**src/hw/rtl/fjp_pkg.sv**
```systemverilog
package fjp_pkg;

    localparam int DEF_CHAR_STORE_SIZE = 4096;
    localparam int DEF_MEMBER_LIMIT    = 64;
    localparam logic [7:0] DEF_MAX_WS_RUN = 8'd100;

    // parse phases
    typedef enum logic [3:0] {
        PH_OPEN,
        PH_FIRST,
        PH_KEYSTART,
        PH_KEY,
        PH_COLON,
        PH_VALSTART,
        PH_STR,
        PH_NUM,
        PH_LIT,
        PH_AFTER,
        PH_DONE,
        PH_ERR
    } t_phase;

    typedef enum logic [1:0] {
        K_WRITE  = 2'd0,
        K_MEMBER = 2'd1,
        K_EMPTY  = 2'd2,
        K_ERROR  = 2'd3
    } t_kind;

    typedef enum logic [3:0] {
        E_WHITESPACE = 4'd0,
        E_END        = 4'd1,
        E_NO_BRACE   = 4'd2,
        E_KEY_QUOTE  = 4'd3,
        E_COLON      = 4'd4,
        E_VAL_START  = 4'd5,
        E_LITERAL    = 4'd6,
        E_NESTED     = 4'd7,
        E_NUM_BIG    = 4'd8,
        E_STRUCT     = 4'd9,
        E_MEMBERS    = 4'd10,
        E_STORE_FULL = 4'd11,
        E_NO_ROOM    = 4'd12
    } t_err;

    typedef enum logic [1:0] {
        VT_STRING = 2'd0,
        VT_BOOL   = 2'd1,
        VT_NUMBER = 2'd2,
        VT_NULL   = 2'd3
    } t_vtype;

    localparam logic [1:0] LIT_TRUE  = 2'd0;
    localparam logic [1:0] LIT_FALSE = 2'd1;
    localparam logic [1:0] LIT_NULL  = 2'd2;

    localparam logic [7:0] REG_ADDR_WS = 8'd0;

    // expected character of a literal after its first letter
    function automatic logic [7:0] lit_char(input logic [1:0] k, input logic [1:0] p);
        logic [7:0] c;
        c = 8'h00;
        case (k)
            LIT_TRUE: begin
                case (p)
                    2'd0:    c = "r";
                    2'd1:    c = "u";
                    2'd2:    c = "e";
                    default: c = 8'h00;
                endcase
            end
            LIT_FALSE: begin
                case (p)
                    2'd0:    c = "a";
                    2'd1:    c = "l";
                    2'd2:    c = "s";
                    default: c = "e";
                endcase
            end
            default: begin
                case (p)
                    2'd0:    c = "u";
                    2'd1:    c = "l";
                    2'd2:    c = "l";
                    default: c = 8'h00;
                endcase
            end
        endcase
        return c;
    endfunction

    // remaining letters after the first one
    function automatic logic [2:0] lit_len(input logic [1:0] k);
        return (k == LIT_FALSE) ? 3'd4 : 3'd3;
    endfunction

endpackage

```
**src/hw/rtl/fjp_if.sv**
```systemverilog
interface fjp_in_if;
    logic       valid;
    logic       ready;
    logic       start_req;
    logic [7:0] text_byte;

    modport source (output valid, output start_req, output text_byte, input ready);
    modport sink   (input valid, input start_req, input text_byte, output ready);
endinterface

interface fjp_out_if;
    logic        valid;
    logic        ready;
    logic [1:0]  kind;
    logic [11:0] store_address;
    logic [7:0]  store_byte;
    logic [5:0]  member_index;
    logic [11:0] key_offset;
    logic [1:0]  val_type;
    logic [63:0] member_value;
    logic        is_final;
    logic [3:0]  error_code;

    modport source (
        output valid, output kind, output store_address, output store_byte,
        output member_index, output key_offset, output val_type,
        output member_value, output is_final, output error_code,
        input ready
    );
    modport sink (
        input valid, input kind, input store_address, input store_byte,
        input member_index, input key_offset, input val_type,
        input member_value, input is_final, input error_code,
        output ready
    );
endinterface

```
**src/hw/rtl/flat_json_object_parser.sv**
```systemverilog
// Flat JSON object parser.
// Input channel i_in: one text byte per transfer, with start_req to begin a
// new document (clears parse and character-store state before that byte).
// Output channel o_out: at most one result per byte - a character store
// write, a member record, an empty-object notice or a numbered error.
// Latency: a result is presented in the cycle after its byte is taken.
// Throughput: one byte per cycle; the per-byte step is a single pass of
// logic between the parse state registers and the output register, with
// the multiply-by-ten of number digits as its longest path.
// Stalls: the output register holds a result until it is taken; input
// ready stays high while that register is empty or being emptied, so a
// stalled receiver stops the input only while a result is waiting.
// Reset (i_rst_n low, synchronous): parser waits for the opening brace,
// store and counters are cleared, the whitespace limit register is 100.
// Config: APB write of register 0 (byte address 0) sets the whitespace
// limit; a value of zero acts as one. Write only while idle.
module flat_json_object_parser
    import fjp_pkg::*;
#(
    parameter int CHAR_STORE_SIZE = DEF_CHAR_STORE_SIZE,
    parameter int MEMBER_LIMIT    = DEF_MEMBER_LIMIT
) (
    input  logic        i_clk,
    input  logic        i_rst_n,
    fjp_in_if.sink      i_in,
    fjp_out_if.source   o_out,
    input  logic        psel,
    input  logic        penable,
    input  logic        pwrite,
    input  logic [2:0]  paddr,
    input  logic [31:0] pwdata,
    output logic [31:0] prdata,
    output logic        pready
);

    localparam int AW = $clog2(CHAR_STORE_SIZE);
    localparam int CW = AW + 1;
    localparam int MW = $clog2(MEMBER_LIMIT);
    localparam logic [CW-1:0] STORE_LAST = CW'(CHAR_STORE_SIZE - 1);
    localparam logic [CW-1:0] STORE_SIZE = CW'(CHAR_STORE_SIZE);
    localparam logic [MW:0]   CNT_LIMIT  = (MW + 1)'(MEMBER_LIMIT - 1);

    // configuration register
    logic [7:0] r_ws_max;
    logic [7:0] ws_limit;

    assign pready = 1'b1;
    assign prdata = (paddr[2] == REG_ADDR_WS[2]) ? {24'd0, r_ws_max} : 32'd0;
    assign ws_limit = (r_ws_max == 8'd0) ? 8'd1 : r_ws_max;

    always_ff @(posedge i_clk) begin
        if (!i_rst_n) begin
            r_ws_max <= DEF_MAX_WS_RUN;
        end else if (psel && penable && pwrite && paddr[2] == REG_ADDR_WS[2]) begin
            r_ws_max <= pwdata[7:0];
        end
    end

    // parse state
    t_phase          r_phase,     n_phase,     s_phase;
    logic [7:0]      r_ws,        n_ws,        s_ws;
    logic [AW-1:0]   r_next,      n_next,      s_next;
    logic            r_full,      n_full,      s_full;
    logic [AW-1:0]   r_start,     n_start,     s_start;
    logic [CW-1:0]   r_cur,       n_cur,       s_cur;
    logic            r_noroom,    n_noroom,    s_noroom;
    logic [MW-1:0]   r_count,     n_count,     s_count;
    logic [AW-1:0]   r_key,       n_key,       s_key;
    logic [63:0]     r_acc,       n_acc,       s_acc;
    logic            r_ovf,       n_ovf,       s_ovf;
    logic [1:0]      r_held,      n_held,      s_held;
    logic [2:0]      r_lpos,      n_lpos,      s_lpos;
    logic [1:0]      r_lkind,     n_lkind,     s_lkind;

    // output register
    logic        r_out_valid;
    logic [1:0]  r_kind,  n_kind;
    logic [11:0] r_addr,  n_addr;
    logic [7:0]  r_byte,  n_byte;
    logic [5:0]  r_midx,  n_midx;
    logic [11:0] r_koff,  n_koff;
    logic [1:0]  r_vtype, n_vtype;
    logic [63:0] r_val,   n_val;
    logic        r_final, n_final;
    logic [3:0]  r_ecode, n_ecode;

    // step flags between the next-state and output blocks
    logic        res_has;
    t_kind       res_kind;
    t_err        err_code;
    logic        mem_final;
    logic [CW-1:0] wr_addr;
    logic [7:0]  wr_byte;

    logic        accept;
    logic [7:0]  b;
    logic        is_sp, is_digit, need_sp, go, err_hit;
    logic [7:0]  ws_base, ws_inc;
    logic [67:0] acc_x10;
    logic [CW-1:0] cur_inc;
    logic [MW:0] cnt_inc;
    logic [7:0]  lit_exp;
    logic [1:0]  lit_p;
    logic [2:0]  lpos_inc;

    assign i_in.ready = !r_out_valid || o_out.ready;
    assign accept     = i_in.valid && i_in.ready;
    assign b          = i_in.text_byte;

    // state seen by this byte: start_req clears it first
    always_comb begin
        if (i_in.start_req) begin
            s_phase = PH_OPEN;   s_ws = '0;     s_next = '0;   s_full = 1'b0;
            s_start = '0;        s_cur = '0;    s_noroom = 1'b0;
            s_count = '0;        s_key = '0;    s_acc = '0;    s_ovf = 1'b0;
            s_held = '0;         s_lpos = '0;   s_lkind = '0;
        end else begin
            s_phase = r_phase;   s_ws = r_ws;   s_next = r_next; s_full = r_full;
            s_start = r_start;   s_cur = r_cur; s_noroom = r_noroom;
            s_count = r_count;   s_key = r_key; s_acc = r_acc;   s_ovf = r_ovf;
            s_held = r_held;     s_lpos = r_lpos; s_lkind = r_lkind;
        end
    end

    assign is_sp    = (b == 8'h20) || (b == 8'h09) || (b == 8'h0A) || (b == 8'h0D);
    assign acc_x10  = {1'b0, s_acc, 3'b000} + {3'b000, s_acc, 1'b0} + {60'd0, b - 8'h30};
    assign cur_inc  = s_cur + CW'(1);
    assign cnt_inc  = {1'b0, s_count} + (MW + 1)'(1);
    assign lit_p    = s_lpos[1:0];
    assign lit_exp  = lit_char(s_lkind, lit_p);
    assign lpos_inc = {1'b0, lit_p} + 3'd1;

    // next state and result selection
    always_comb begin
        n_phase = s_phase;  n_ws = s_ws;     n_next = s_next;   n_full = s_full;
        n_start = s_start;  n_cur = s_cur;   n_noroom = s_noroom;
        n_count = s_count;  n_key = s_key;   n_acc = s_acc;     n_ovf = s_ovf;
        n_held = s_held;    n_lpos = s_lpos; n_lkind = s_lkind;
        res_has = 1'b0;     res_kind = K_WRITE;  err_code = E_WHITESPACE;
        mem_final = 1'b0;   wr_addr = '0;    wr_byte = '0;
        err_hit = 1'b0;     go = 1'b0;
        is_digit = b inside {["0":"9"]};

        // end of a number is checked ahead of the whitespace handling
        need_sp = 1'b0;
        ws_base = s_ws;
        case (s_phase)
            PH_OPEN, PH_FIRST, PH_KEYSTART, PH_COLON, PH_VALSTART, PH_AFTER: begin
                need_sp = 1'b1;
            end
            PH_NUM: begin
                if (!is_digit) begin
                    if (s_ovf || s_acc == '1) begin
                        err_hit = 1'b1;
                        err_code = E_NUM_BIG;
                    end else begin
                        need_sp = 1'b1;
                        ws_base = '0;
                        n_held = VT_NUMBER;
                        n_phase = PH_AFTER;
                    end
                end
            end
            default: ;
        endcase
        ws_inc = ws_base + 8'd1;

        if (need_sp) begin
            if (is_sp) begin
                n_ws = ws_inc;
                if (ws_inc >= ws_limit) begin
                    err_hit = 1'b1;
                    err_code = E_WHITESPACE;
                end
            end else begin
                n_ws = '0;
                if (b == 8'h00) begin
                    err_hit = 1'b1;
                    err_code = E_END;
                end else begin
                    go = 1'b1;
                end
            end
        end

        case (s_phase)
            PH_OPEN: begin
                if (go) begin
                    if (b == "{") n_phase = PH_FIRST;
                    else begin err_hit = 1'b1; err_code = E_NO_BRACE; end
                end
            end
            PH_FIRST, PH_KEYSTART: begin
                if (go) begin
                    if (s_phase == PH_FIRST && b == "}") begin
                        n_phase = PH_DONE;
                        res_has = 1'b1;
                        res_kind = K_EMPTY;
                    end else if (s_full) begin
                        err_hit = 1'b1; err_code = E_STORE_FULL;
                    end else if (b != "\"") begin
                        err_hit = 1'b1; err_code = E_KEY_QUOTE;
                    end else begin
                        n_start = s_next;
                        n_cur = CW'(s_next);
                        n_noroom = 1'b0;
                        n_phase = PH_KEY;
                    end
                end
            end
            PH_COLON: begin
                if (go) begin
                    if (b == ":") n_phase = PH_VALSTART;
                    else begin err_hit = 1'b1; err_code = E_COLON; end
                end
            end
            PH_VALSTART: begin
                if (go) begin
                    if (s_noroom) begin
                        err_hit = 1'b1; err_code = E_NO_ROOM;
                    end else if (b == "t" || b == "f" || b == "n") begin
                        n_lkind = (b == "t") ? LIT_TRUE : ((b == "f") ? LIT_FALSE : LIT_NULL);
                        n_lpos = '0;
                        n_phase = PH_LIT;
                    end else if (b == "[" || b == "{") begin
                        err_hit = 1'b1; err_code = E_NESTED;
                    end else if (b == "0") begin
                        n_held = VT_NUMBER;
                        n_acc = '0;
                        n_phase = PH_AFTER;
                    end else if (is_digit) begin
                        n_acc = {56'd0, b - 8'h30};
                        n_ovf = 1'b0;
                        n_phase = PH_NUM;
                    end else if (b == "\"") begin
                        if (s_full) begin
                            err_hit = 1'b1; err_code = E_STORE_FULL;
                        end else begin
                            n_start = s_next;
                            n_cur = CW'(s_next);
                            n_noroom = 1'b0;
                            n_phase = PH_STR;
                        end
                    end else begin
                        err_hit = 1'b1; err_code = E_VAL_START;
                    end
                end
            end
            PH_KEY, PH_STR: begin
                if (b == 8'h00) begin
                    err_hit = 1'b1; err_code = E_END;
                end else if (b == "\"") begin
                    if (s_phase == PH_STR && s_noroom) begin
                        err_hit = 1'b1; err_code = E_NO_ROOM;
                    end else begin
                        n_ws = '0;
                        if (s_phase == PH_KEY) begin
                            n_phase = PH_COLON;
                            n_key = s_start;
                        end else begin
                            n_phase = PH_AFTER;
                            n_held = VT_STRING;
                            n_acc = 64'(s_start);
                        end
                        // terminator
                        if (!s_noroom) begin
                            if (cur_inc >= STORE_SIZE) n_full = 1'b1;
                            else n_next = AW'(cur_inc);
                            res_has = 1'b1;
                            res_kind = K_WRITE;
                            wr_addr = s_cur;
                            wr_byte = 8'h00;
                        end
                    end
                end else if (s_noroom || s_cur >= STORE_LAST) begin
                    n_noroom = 1'b1;
                end else begin
                    n_cur = cur_inc;
                    res_has = 1'b1;
                    res_kind = K_WRITE;
                    wr_addr = s_cur;
                    wr_byte = b;
                end
            end
            PH_NUM: begin
                if (is_digit && !s_ovf) begin
                    if (acc_x10[67:64] != 4'd0) n_ovf = 1'b1;
                    else n_acc = acc_x10[63:0];
                end
            end
            PH_LIT: begin
                if (b != lit_exp) begin
                    err_hit = 1'b1; err_code = E_LITERAL;
                end else begin
                    n_lpos = lpos_inc;
                    if (lpos_inc >= lit_len(s_lkind)) begin
                        n_held = (s_lkind == LIT_TRUE || s_lkind == LIT_FALSE) ?
                                 VT_BOOL : VT_NULL;
                        n_acc = (s_lkind == LIT_TRUE) ? 64'd1 : 64'd0;
                        n_phase = PH_AFTER;
                        n_ws = '0;
                    end
                end
            end
            default: ;
        endcase

        // value finished: brace, comma or fault
        if (go && (s_phase == PH_AFTER || s_phase == PH_NUM)) begin
            if (b == "}") begin
                n_phase = PH_DONE;
                res_has = 1'b1;
                res_kind = K_MEMBER;
                mem_final = 1'b1;
            end else if (b == ",") begin
                n_count = MW'(cnt_inc);
                if (cnt_inc >= CNT_LIMIT) begin
                    err_hit = 1'b1; err_code = E_MEMBERS;
                end else begin
                    res_has = 1'b1;
                    res_kind = K_MEMBER;
                    n_phase = PH_KEYSTART;
                end
            end else begin
                err_hit = 1'b1; err_code = E_STRUCT;
            end
        end

        if (err_hit) begin
            n_phase = PH_ERR;
            res_has = 1'b1;
            res_kind = K_ERROR;
        end
    end

    // result fields
    always_comb begin
        n_kind = res_kind;
        n_addr = '0;  n_byte = '0;  n_midx = '0;  n_koff = '0;
        n_vtype = '0; n_val = '0;   n_final = 1'b0; n_ecode = '0;
        case (res_kind)
            K_WRITE: begin
                n_addr = 12'(wr_addr);
                n_byte = wr_byte;
            end
            K_MEMBER: begin
                n_midx = 6'(s_count);
                n_koff = 12'(s_key);
                n_vtype = n_held;
                n_val = n_acc;
                n_final = mem_final;
            end
            K_ERROR: begin
                n_midx = 6'(n_count);
                n_ecode = err_code;
            end
            default: ;
        endcase
    end

    // state registers
    always_ff @(posedge i_clk) begin
        if (!i_rst_n) begin
            r_phase <= PH_OPEN; r_ws <= '0;   r_next <= '0;  r_full <= 1'b0;
            r_start <= '0;      r_cur <= '0;  r_noroom <= 1'b0;
            r_count <= '0;      r_key <= '0;  r_acc <= '0;   r_ovf <= 1'b0;
            r_held <= '0;       r_lpos <= '0; r_lkind <= '0;
        end else if (accept) begin
            r_phase <= n_phase; r_ws <= n_ws;   r_next <= n_next; r_full <= n_full;
            r_start <= n_start; r_cur <= n_cur; r_noroom <= n_noroom;
            r_count <= n_count; r_key <= n_key; r_acc <= n_acc;   r_ovf <= n_ovf;
            r_held <= n_held;   r_lpos <= n_lpos; r_lkind <= n_lkind;
        end
    end

    // output register
    always_ff @(posedge i_clk) begin
        if (!i_rst_n) begin
            r_out_valid <= 1'b0;
        end else if (accept) begin
            r_out_valid <= res_has;
        end else if (o_out.ready) begin
            r_out_valid <= 1'b0;
        end
    end

    always_ff @(posedge i_clk) begin
        if (accept && res_has) begin
            r_kind <= n_kind;   r_addr <= n_addr;   r_byte <= n_byte;
            r_midx <= n_midx;   r_koff <= n_koff;   r_vtype <= n_vtype;
            r_val <= n_val;     r_final <= n_final; r_ecode <= n_ecode;
        end
    end

    assign o_out.valid         = r_out_valid;
    assign o_out.kind          = r_kind;
    assign o_out.store_address = r_addr;
    assign o_out.store_byte    = r_byte;
    assign o_out.member_index  = r_midx;
    assign o_out.key_offset    = r_koff;
    assign o_out.val_type      = r_vtype;
    assign o_out.member_value  = r_val;
    assign o_out.is_final      = r_final;
    assign o_out.error_code    = r_ecode;

`ifndef SYNTHESIS
    // a finished or failed document stays silent until a new start
    a_silent_after_end: assert property (@(posedge i_clk) disable iff (!i_rst_n)
        accept && !i_in.start_req && (r_phase == PH_DONE || r_phase == PH_ERR)
        |=> !r_out_valid)
        else $error("result after document end");

    // a pending error result always matches the error phase
    a_error_phase: assert property (@(posedge i_clk) disable iff (!i_rst_n)
        r_out_valid && r_kind == K_ERROR |-> r_phase == PH_ERR)
        else $error("error result without error phase");

    // string cursor never passes the last store position
    a_cursor_bound: assert property (@(posedge i_clk) disable iff (!i_rst_n)
        r_cur <= STORE_LAST)
        else $error("store cursor out of range");

    // a result with no new transfer holds while the receiver stalls
    a_hold_stall: assert property (@(posedge i_clk) disable iff (!i_rst_n)
        r_out_valid && !o_out.ready |=> r_out_valid && $stable(r_kind))
        else $error("result dropped under stall");
`endif

endmodule

```
**src/flat_wrapper.sv**
```systemverilog
// flat-port wrapper written by rule: the top's interface ports become plain ports
module flat_json_object_parser_flat import fjp_pkg::*;
#(
    parameter int CHAR_STORE_SIZE = DEF_CHAR_STORE_SIZE,
    parameter int MEMBER_LIMIT    = DEF_MEMBER_LIMIT
)
  (i_clk, i_rst_n, psel, penable, pwrite, paddr, pwdata, prdata, pready, i_in_valid, i_in_start_req, i_in_text_byte, i_in_ready, o_out_valid, o_out_kind, o_out_store_address, o_out_store_byte, o_out_member_index, o_out_key_offset, o_out_val_type, o_out_member_value, o_out_is_final, o_out_error_code, o_out_ready);
  fjp_in_if i_in_i ();
  fjp_out_if o_out_i ();
  input  logic i_clk;
  input  logic i_rst_n;
  input  logic psel;
  input  logic penable;
  input  logic pwrite;
  input  logic [2:0] paddr;
  input  logic [31:0] pwdata;
  output logic [31:0] prdata;
  output logic pready;
  input wire logic [$bits(i_in_i.valid)-1:0] i_in_valid;
  input wire logic [$bits(i_in_i.start_req)-1:0] i_in_start_req;
  input wire logic [$bits(i_in_i.text_byte)-1:0] i_in_text_byte;
  output wire logic [$bits(i_in_i.ready)-1:0] i_in_ready;
  output wire logic [$bits(o_out_i.valid)-1:0] o_out_valid;
  output wire logic [$bits(o_out_i.kind)-1:0] o_out_kind;
  output wire logic [$bits(o_out_i.store_address)-1:0] o_out_store_address;
  output wire logic [$bits(o_out_i.store_byte)-1:0] o_out_store_byte;
  output wire logic [$bits(o_out_i.member_index)-1:0] o_out_member_index;
  output wire logic [$bits(o_out_i.key_offset)-1:0] o_out_key_offset;
  output wire logic [$bits(o_out_i.val_type)-1:0] o_out_val_type;
  output wire logic [$bits(o_out_i.member_value)-1:0] o_out_member_value;
  output wire logic [$bits(o_out_i.is_final)-1:0] o_out_is_final;
  output wire logic [$bits(o_out_i.error_code)-1:0] o_out_error_code;
  input wire logic [$bits(o_out_i.ready)-1:0] o_out_ready;
  assign i_in_i.valid = i_in_valid;
  assign i_in_i.start_req = i_in_start_req;
  assign i_in_i.text_byte = i_in_text_byte;
  assign i_in_ready = i_in_i.ready;
  assign o_out_valid = o_out_i.valid;
  assign o_out_kind = o_out_i.kind;
  assign o_out_store_address = o_out_i.store_address;
  assign o_out_store_byte = o_out_i.store_byte;
  assign o_out_member_index = o_out_i.member_index;
  assign o_out_key_offset = o_out_i.key_offset;
  assign o_out_val_type = o_out_i.val_type;
  assign o_out_member_value = o_out_i.member_value;
  assign o_out_is_final = o_out_i.is_final;
  assign o_out_error_code = o_out_i.error_code;
  assign o_out_i.ready = o_out_ready;
  flat_json_object_parser #(.CHAR_STORE_SIZE(CHAR_STORE_SIZE), .MEMBER_LIMIT(MEMBER_LIMIT)) u_core (.i_clk(i_clk), .i_rst_n(i_rst_n), .i_in(i_in_i), .o_out(o_out_i), .psel(psel), .penable(penable), .pwrite(pwrite), .paddr(paddr), .pwdata(pwdata), .prdata(prdata), .pready(pready));
endmodule
```
**config.mk**
```make
export PLATFORM = sky130hd
export DESIGN_NAME = flat_json_object_parser_flat
export DESIGN_NICKNAME = d
export VERILOG_FILES = /design/src/hw/rtl/fjp_pkg.sv /design/src/hw/rtl/fjp_if.sv /design/src/hw/rtl/flat_json_object_parser.sv /design/src/flat_wrapper.sv
export SDC_FILE = /design/constraint.sdc
export NUM_CORES = 1
export LEC_CHECK = 0
export CORE_MARGIN = 2
export CORE_UTILIZATION = 60
export CTS_BUF_LIST = sky130_fd_sc_hd__clkbuf_4
export CTS_CLUSTER_SIZE = 24
export DETAILED_ROUTE_END_ITERATION = 8
export DONT_BUFFER_PORTS = 1
export GPL_TIMING_DRIVEN = 0
export HOLD_SLACK_MARGIN = 0.03
export PLACE_DENSITY = 0.73
export SLEW_MARGIN = 10
export SYNTH_ARGS = -nofsm -noshare
export SYNTH_HDL_FRONTEND = slang
export SYNTH_SLANG_ARGS = --single-unit
export TNS_END_PERCENT = 5
```
**constraint.sdc**
```tcl
create_clock -name i_clk -period 30.5 [get_ports i_clk]
set_clock_uncertainty 0.15 [all_clocks]
set_input_delay 4.575 -clock i_clk [delete_from_list [all_inputs] [get_ports i_clk]]
set_output_delay 4.575 -clock i_clk [all_outputs]
set_load 0.05 [all_outputs]
```
==> results by stage <==
Outcome:
- The flow ran to the end, but the final reports show violations.
- The checks that failed: max-capacitance violations, max-slew violations.

Detailed routing:
- For this run, the detailed router's first-pass iteration total came to 8.
- The overall via count from detail_route is 21200.
- The average routed wire per standard cell is 26.3 um.
- The residual antenna-violating net count after detailed routing is 0.
- For this run, design rule violations remaining after detail routing come to 0.
- The via density per instance is 6.97.
- The number of DRC violations after detailed-routing iteration 0 is 2630.
- Summed over all layers, the routed wires come to 79800 um.

Flow run:
- Across the run, the number of max-cap violations was 1.

Timing:
- Dividing the final minimum period by the clock period gives 47.2%.
- Static timing analysis puts the maximum clock frequency at 69.5 MHz.
- Final hold analysis gives a worst-case slack of 0.310 ns.
- At the pin with the least slew margin, the transition time is 1.51 ns.
- The final hold violation count is 0.
- After layout, the minimum clock period comes to 14.39 ns.
- In this run the tightest slew margin relative to its limit is -1.37%.
- Setup violations remaining at the end of the flow were counted as 0.
- The final count of pins violating max slew is 7.
- The setup TNS is 0 ns.
- Setup repair after global routing left no endpoint under its margin.

Power and ir drop:
- The leakage power is 8.56 nW.
- The total power of the final layout is 931 uW.
- The ratio of total power to cell area is 43.2 nW/um^2.
- Across the VDD grid, the largest voltage drop is 38.5 uV.

Logic synthesis:
- The Yosys step of the flow raised 0 warnings.
- Sequential elements use 31.9% of the synthesized area.
- The combinational family with the most area after synthesis is compound AO/OA/AOI/OAI gates.
- In this run, synthesis inferred 111 flip-flops with an integrated enable.
- The fraction of synthesis flops using an asynchronous set or reset pin is 0%.
- The post-synthesis cell type count is 97.
- The synthesized flop and latch total is 260.
- After Yosys synthesis, XOR and XNOR cells account for 3.89% of the synthesized area.
- The post-synthesis instance total is 2436.
- The average footprint of a synthesized cell is 8.13 sq um.
- The arithmetic-cell share of the synthesized area counting full adders, half adders and majority gates is 9.96%.
- The multiplexer fraction of the synthesized cell area is 1.72%.
- The share of the synthesized area in compound gates (AO/OA/AOI/OAI) is 24.9%.
- Summing the areas of all and, or, nand and nor instances in the mapped netlist gives 22.5% of the synthesized area.
- Among all flip-flop cells after synthesis, the most frequent one is sky130_fd_sc_hd__dfxtp_1.
- The cell area that synthesis handed to floorplanning was 19800 sq um.

Final layout:
- After the flow finishes, the layout carries non-filler instances totaling 3040.
- Fill cells in the final layout number 2818.
- The share of post-route cells with drive strength above 1 is 8.29%.
- The number of nets at the end of the flow is 2740.
- The commonest non-fill, non-tap cell in the layout is sky130_fd_sc_hd__nor2_1.
- In the layout the commonest cells are sky130_fd_sc_hd__nor2_1, sky130_fd_sc_hd__nand2_1, sky130_fd_sc_hd__a21oi_1.
- From synthesis to final layout, the design area changed by 8.82%.

Global routing:
- Global routing used 53.4% of the available met1 tracks.
- The met3 track demand over resource in global routing is 13.4%.
- The global-route wire length before repair is 117000 um.
- For this run the aggregate overflow at the end of global routing stands at 0.
- The maximum number of pins on one net before global-route repair is 35.
- The layer flagged by global routing as most heavily used is met2.
- The via count of the first global-routing pass is 20000.
- The global routing met2 resource utilization is 68.9%.
- The initial antenna violation count is 5.
- Global routing used 45.3% of the available tracks.

Setup path:
- The critical path arrival is 14.83 ns.
- STA classifies the critical path startpoint as an input port.
- In this run the critical register-to-register path is launched from u_core.r_phase[1].
- The largest fanout on the critical path is 10.
- The worst setup path is of the in -> reg kind.
- Data on the critical path is required at its endpoint by 30.94 ns.
- Tracing the worst setup path back leads to its startpoint at i_in_start_req.
- STA classifies the critical path endpoint as a register.

Clock tree:
- After clock tree synthesis, the flow added hold-fix buffers numbering 0.
- The clock slew seen by the registers of the worst setup and hold paths is 0.07 ns.
- TritonCTS built the clock tree.
- The total clock buffers created by CTS is 71.
- The buffer levels on the longest clock path is 3.
- In this run the number of H-tree levels came out at 3.
- The setup fix buffers added after clock tree synthesis is 0.
- Post-CTS repair changed the size of 0 cells.
- For the worst-skew pair, the clock arrives at the later sink with an insertion delay of 0.82 ns.
- The cell sitting at the root of the clock tree is a sky130_fd_sc_hd__clkbuf_4.
- The clock sink count is 260.

Place:
- The number of placed instances, taps included, is 2904.
- Port buffering added 0 buffers.
- Routability-driven placement finished with a final weighted congestion of 1.06.
- The placed wire-length estimate is 58600 um.

Floorplan:
- In this run the horizontal extent of the chip is 186 um.
- The number of top-level design ports is 197.
- The floorplan die area is 34500 sq um.
- The die is 186 um tall.
- The core box area is 32500 sq um.
- The standard-cell row count is 66.
- Once the floorplan was initialized, standard cells occupied 60.9% of the core.

Worst hold path:
- The start point of the worst hold path is u_core.r_ws_max[1].
- The class of the most critical hold timing path is reg -> reg.
-- state kept, by name, summed over array words and instances (netlist names), 4 cells and up --
register                    flops
u_core.o_out.member_value      64
u_core.o_out.member_index       6
u_core.r_start                 12
u_core.r_cur                   13
u_core.r_ws_max                 8
u_core.o_out.error_code         4
u_core.o_out.store_address     12
u_core.r_key                   12
u_core.r_next                  12
u_core.r_count                  6
u_core.o_out.key_offset        12
u_core.r_phase                  4
u_core.r_ws                     8
u_core.r_acc                   64
u_core.o_out.store_byte         8
-- path summary, 6_finish.rpt --
check,end,slack (ns),cells past startpoint
max,u_core.o_out.member_value[41],16.11,24
min,u_core.r_ws_max[1],0.31,2
max reg2reg,u_core.o_out.member_value[19],22.99,22
min reg2reg,u_core.r_ws_max[1],0.31,2
-- report_power, final --
| part | leakage [nW] | total (mW) | internal, mW | switching, mW |
|---|---|---|---|---|
| clock | 0.576 | 0.363 | 0.191 | 0.172 |
| combinational | 5.69 | 0.127 | 0.0304 | 0.0962 |
| sequential | 2.30 | 0.442 | 0.384 | 0.0574 |
| total | 8.56 | 0.931 | 0.606 | 0.326 |
-- final cells by class --
class                   count  area (sq um)  area share (%)
multi-input cells        1968         12600            58.4
flip-flops and latches    260          6320            29.3
plain buffers             171           788            3.66
clock buffers              96           721            3.34
well taps                 442           553            2.57
clock inverters            36           287            1.33
inverters                  60           225            1.05
repair buffers              3          60.1           0.279
diodes                      4          10.0          0.0465
-- Yosys cell counts (47+ instances only) --
cell type,number,area (sq um)
sky130_fd_sc_hd__a21oi_1,224,1120
sky130_fd_sc_hd__a22oi_1,66,495
sky130_fd_sc_hd__and2_1,47,294
sky130_fd_sc_hd__ha_1,148,1850
sky130_fd_sc_hd__inv_1,58,218
sky130_fd_sc_hd__xor2_1,47,412
sky130_fd_sc_hd__nor2_1,257,965
sky130_fd_sc_hd__o21ai_0,176,881
sky130_fd_sc_hd__nand3_1,53,265
sky130_fd_sc_hd__nand2_1,230,863
sky130_fd_sc_hd__dfxtp_1,149,2980
sky130_fd_sc_hd__edfxtp_1,111,3330
sky130_fd_sc_hd__clkbuf_1,113,424
sky130_fd_sc_hd__nor3_1,51,255
sky130_fd_sc_hd__nor2b_1,80,500
-- metrics by stage --
step           instance area (sq um)  util, %  setup WS, ns
6_report                       21500     66.2         16.11
5_1_grt                        21500     66.2         16.45
4_1_cts                        21500     66.2         17.21
3_5_place_dp                   20500     63.1         16.40
3_3_place_gp                   20400     62.8         13.20
2_1_floorplan                  19900        -         17.39
-- critical path, stage by stage --
cell	delay, ns
sky130_fd_sc_hd__clkbuf_1	0.69
sky130_fd_sc_hd__buf_2	0.51
sky130_fd_sc_hd__clkbuf_1	0.72
sky130_fd_sc_hd__clkbuf_1	0.64
sky130_fd_sc_hd__clkbuf_1	0.89
sky130_fd_sc_hd__clkbuf_1	0.88
sky130_fd_sc_hd__clkbuf_1	0.82
sky130_fd_sc_hd__nor2b_1	0.22
sky130_fd_sc_hd__ha_1	0.36
sky130_fd_sc_hd__ha_1	0.37
sky130_fd_sc_hd__o211ai_1	0.11
sky130_fd_sc_hd__nor3_1	0.29
sky130_fd_sc_hd__a21oi_1	0.16
sky130_fd_sc_hd__nor2_1	0.25
sky130_fd_sc_hd__nand2_1	0.16
sky130_fd_sc_hd__o31ai_1	0.90
sky130_fd_sc_hd__a41oi_1	0.52
sky130_fd_sc_hd__nor3_1	0.31
sky130_fd_sc_hd__a2111oi_2	0.15
sky130_fd_sc_hd__o21ai_1	0.24
sky130_fd_sc_hd__buf_2	0.37
sky130_fd_sc_hd__buf_2	0.34
sky130_fd_sc_hd__nand2_1	0.09
sky130_fd_sc_hd__a21oi_1	0.23
-- logic make-up (layout without fill, tap and decap cells) --
family                     after synthesis  in the layout
DFF                                    260            260
xor gates and xnor gates                88             88
adders and majority gates              154            154
other                                    2             29
AOI/OAI and AO/OA                      766            766
buffers and inverters                  231            366
and+or+nand+nor                        902            902
muxes                                   33             33
-- routing by layer --
metal | share of wire [%] | vias to the layer above
li1 | - | 9156
met3 | 12 | 481
met1 | 36 | 9918
met2 | 43 | 1637
met4 | 8.7 | 4
met5 | 0.073 | -
(Power assumes the default switching activity.)
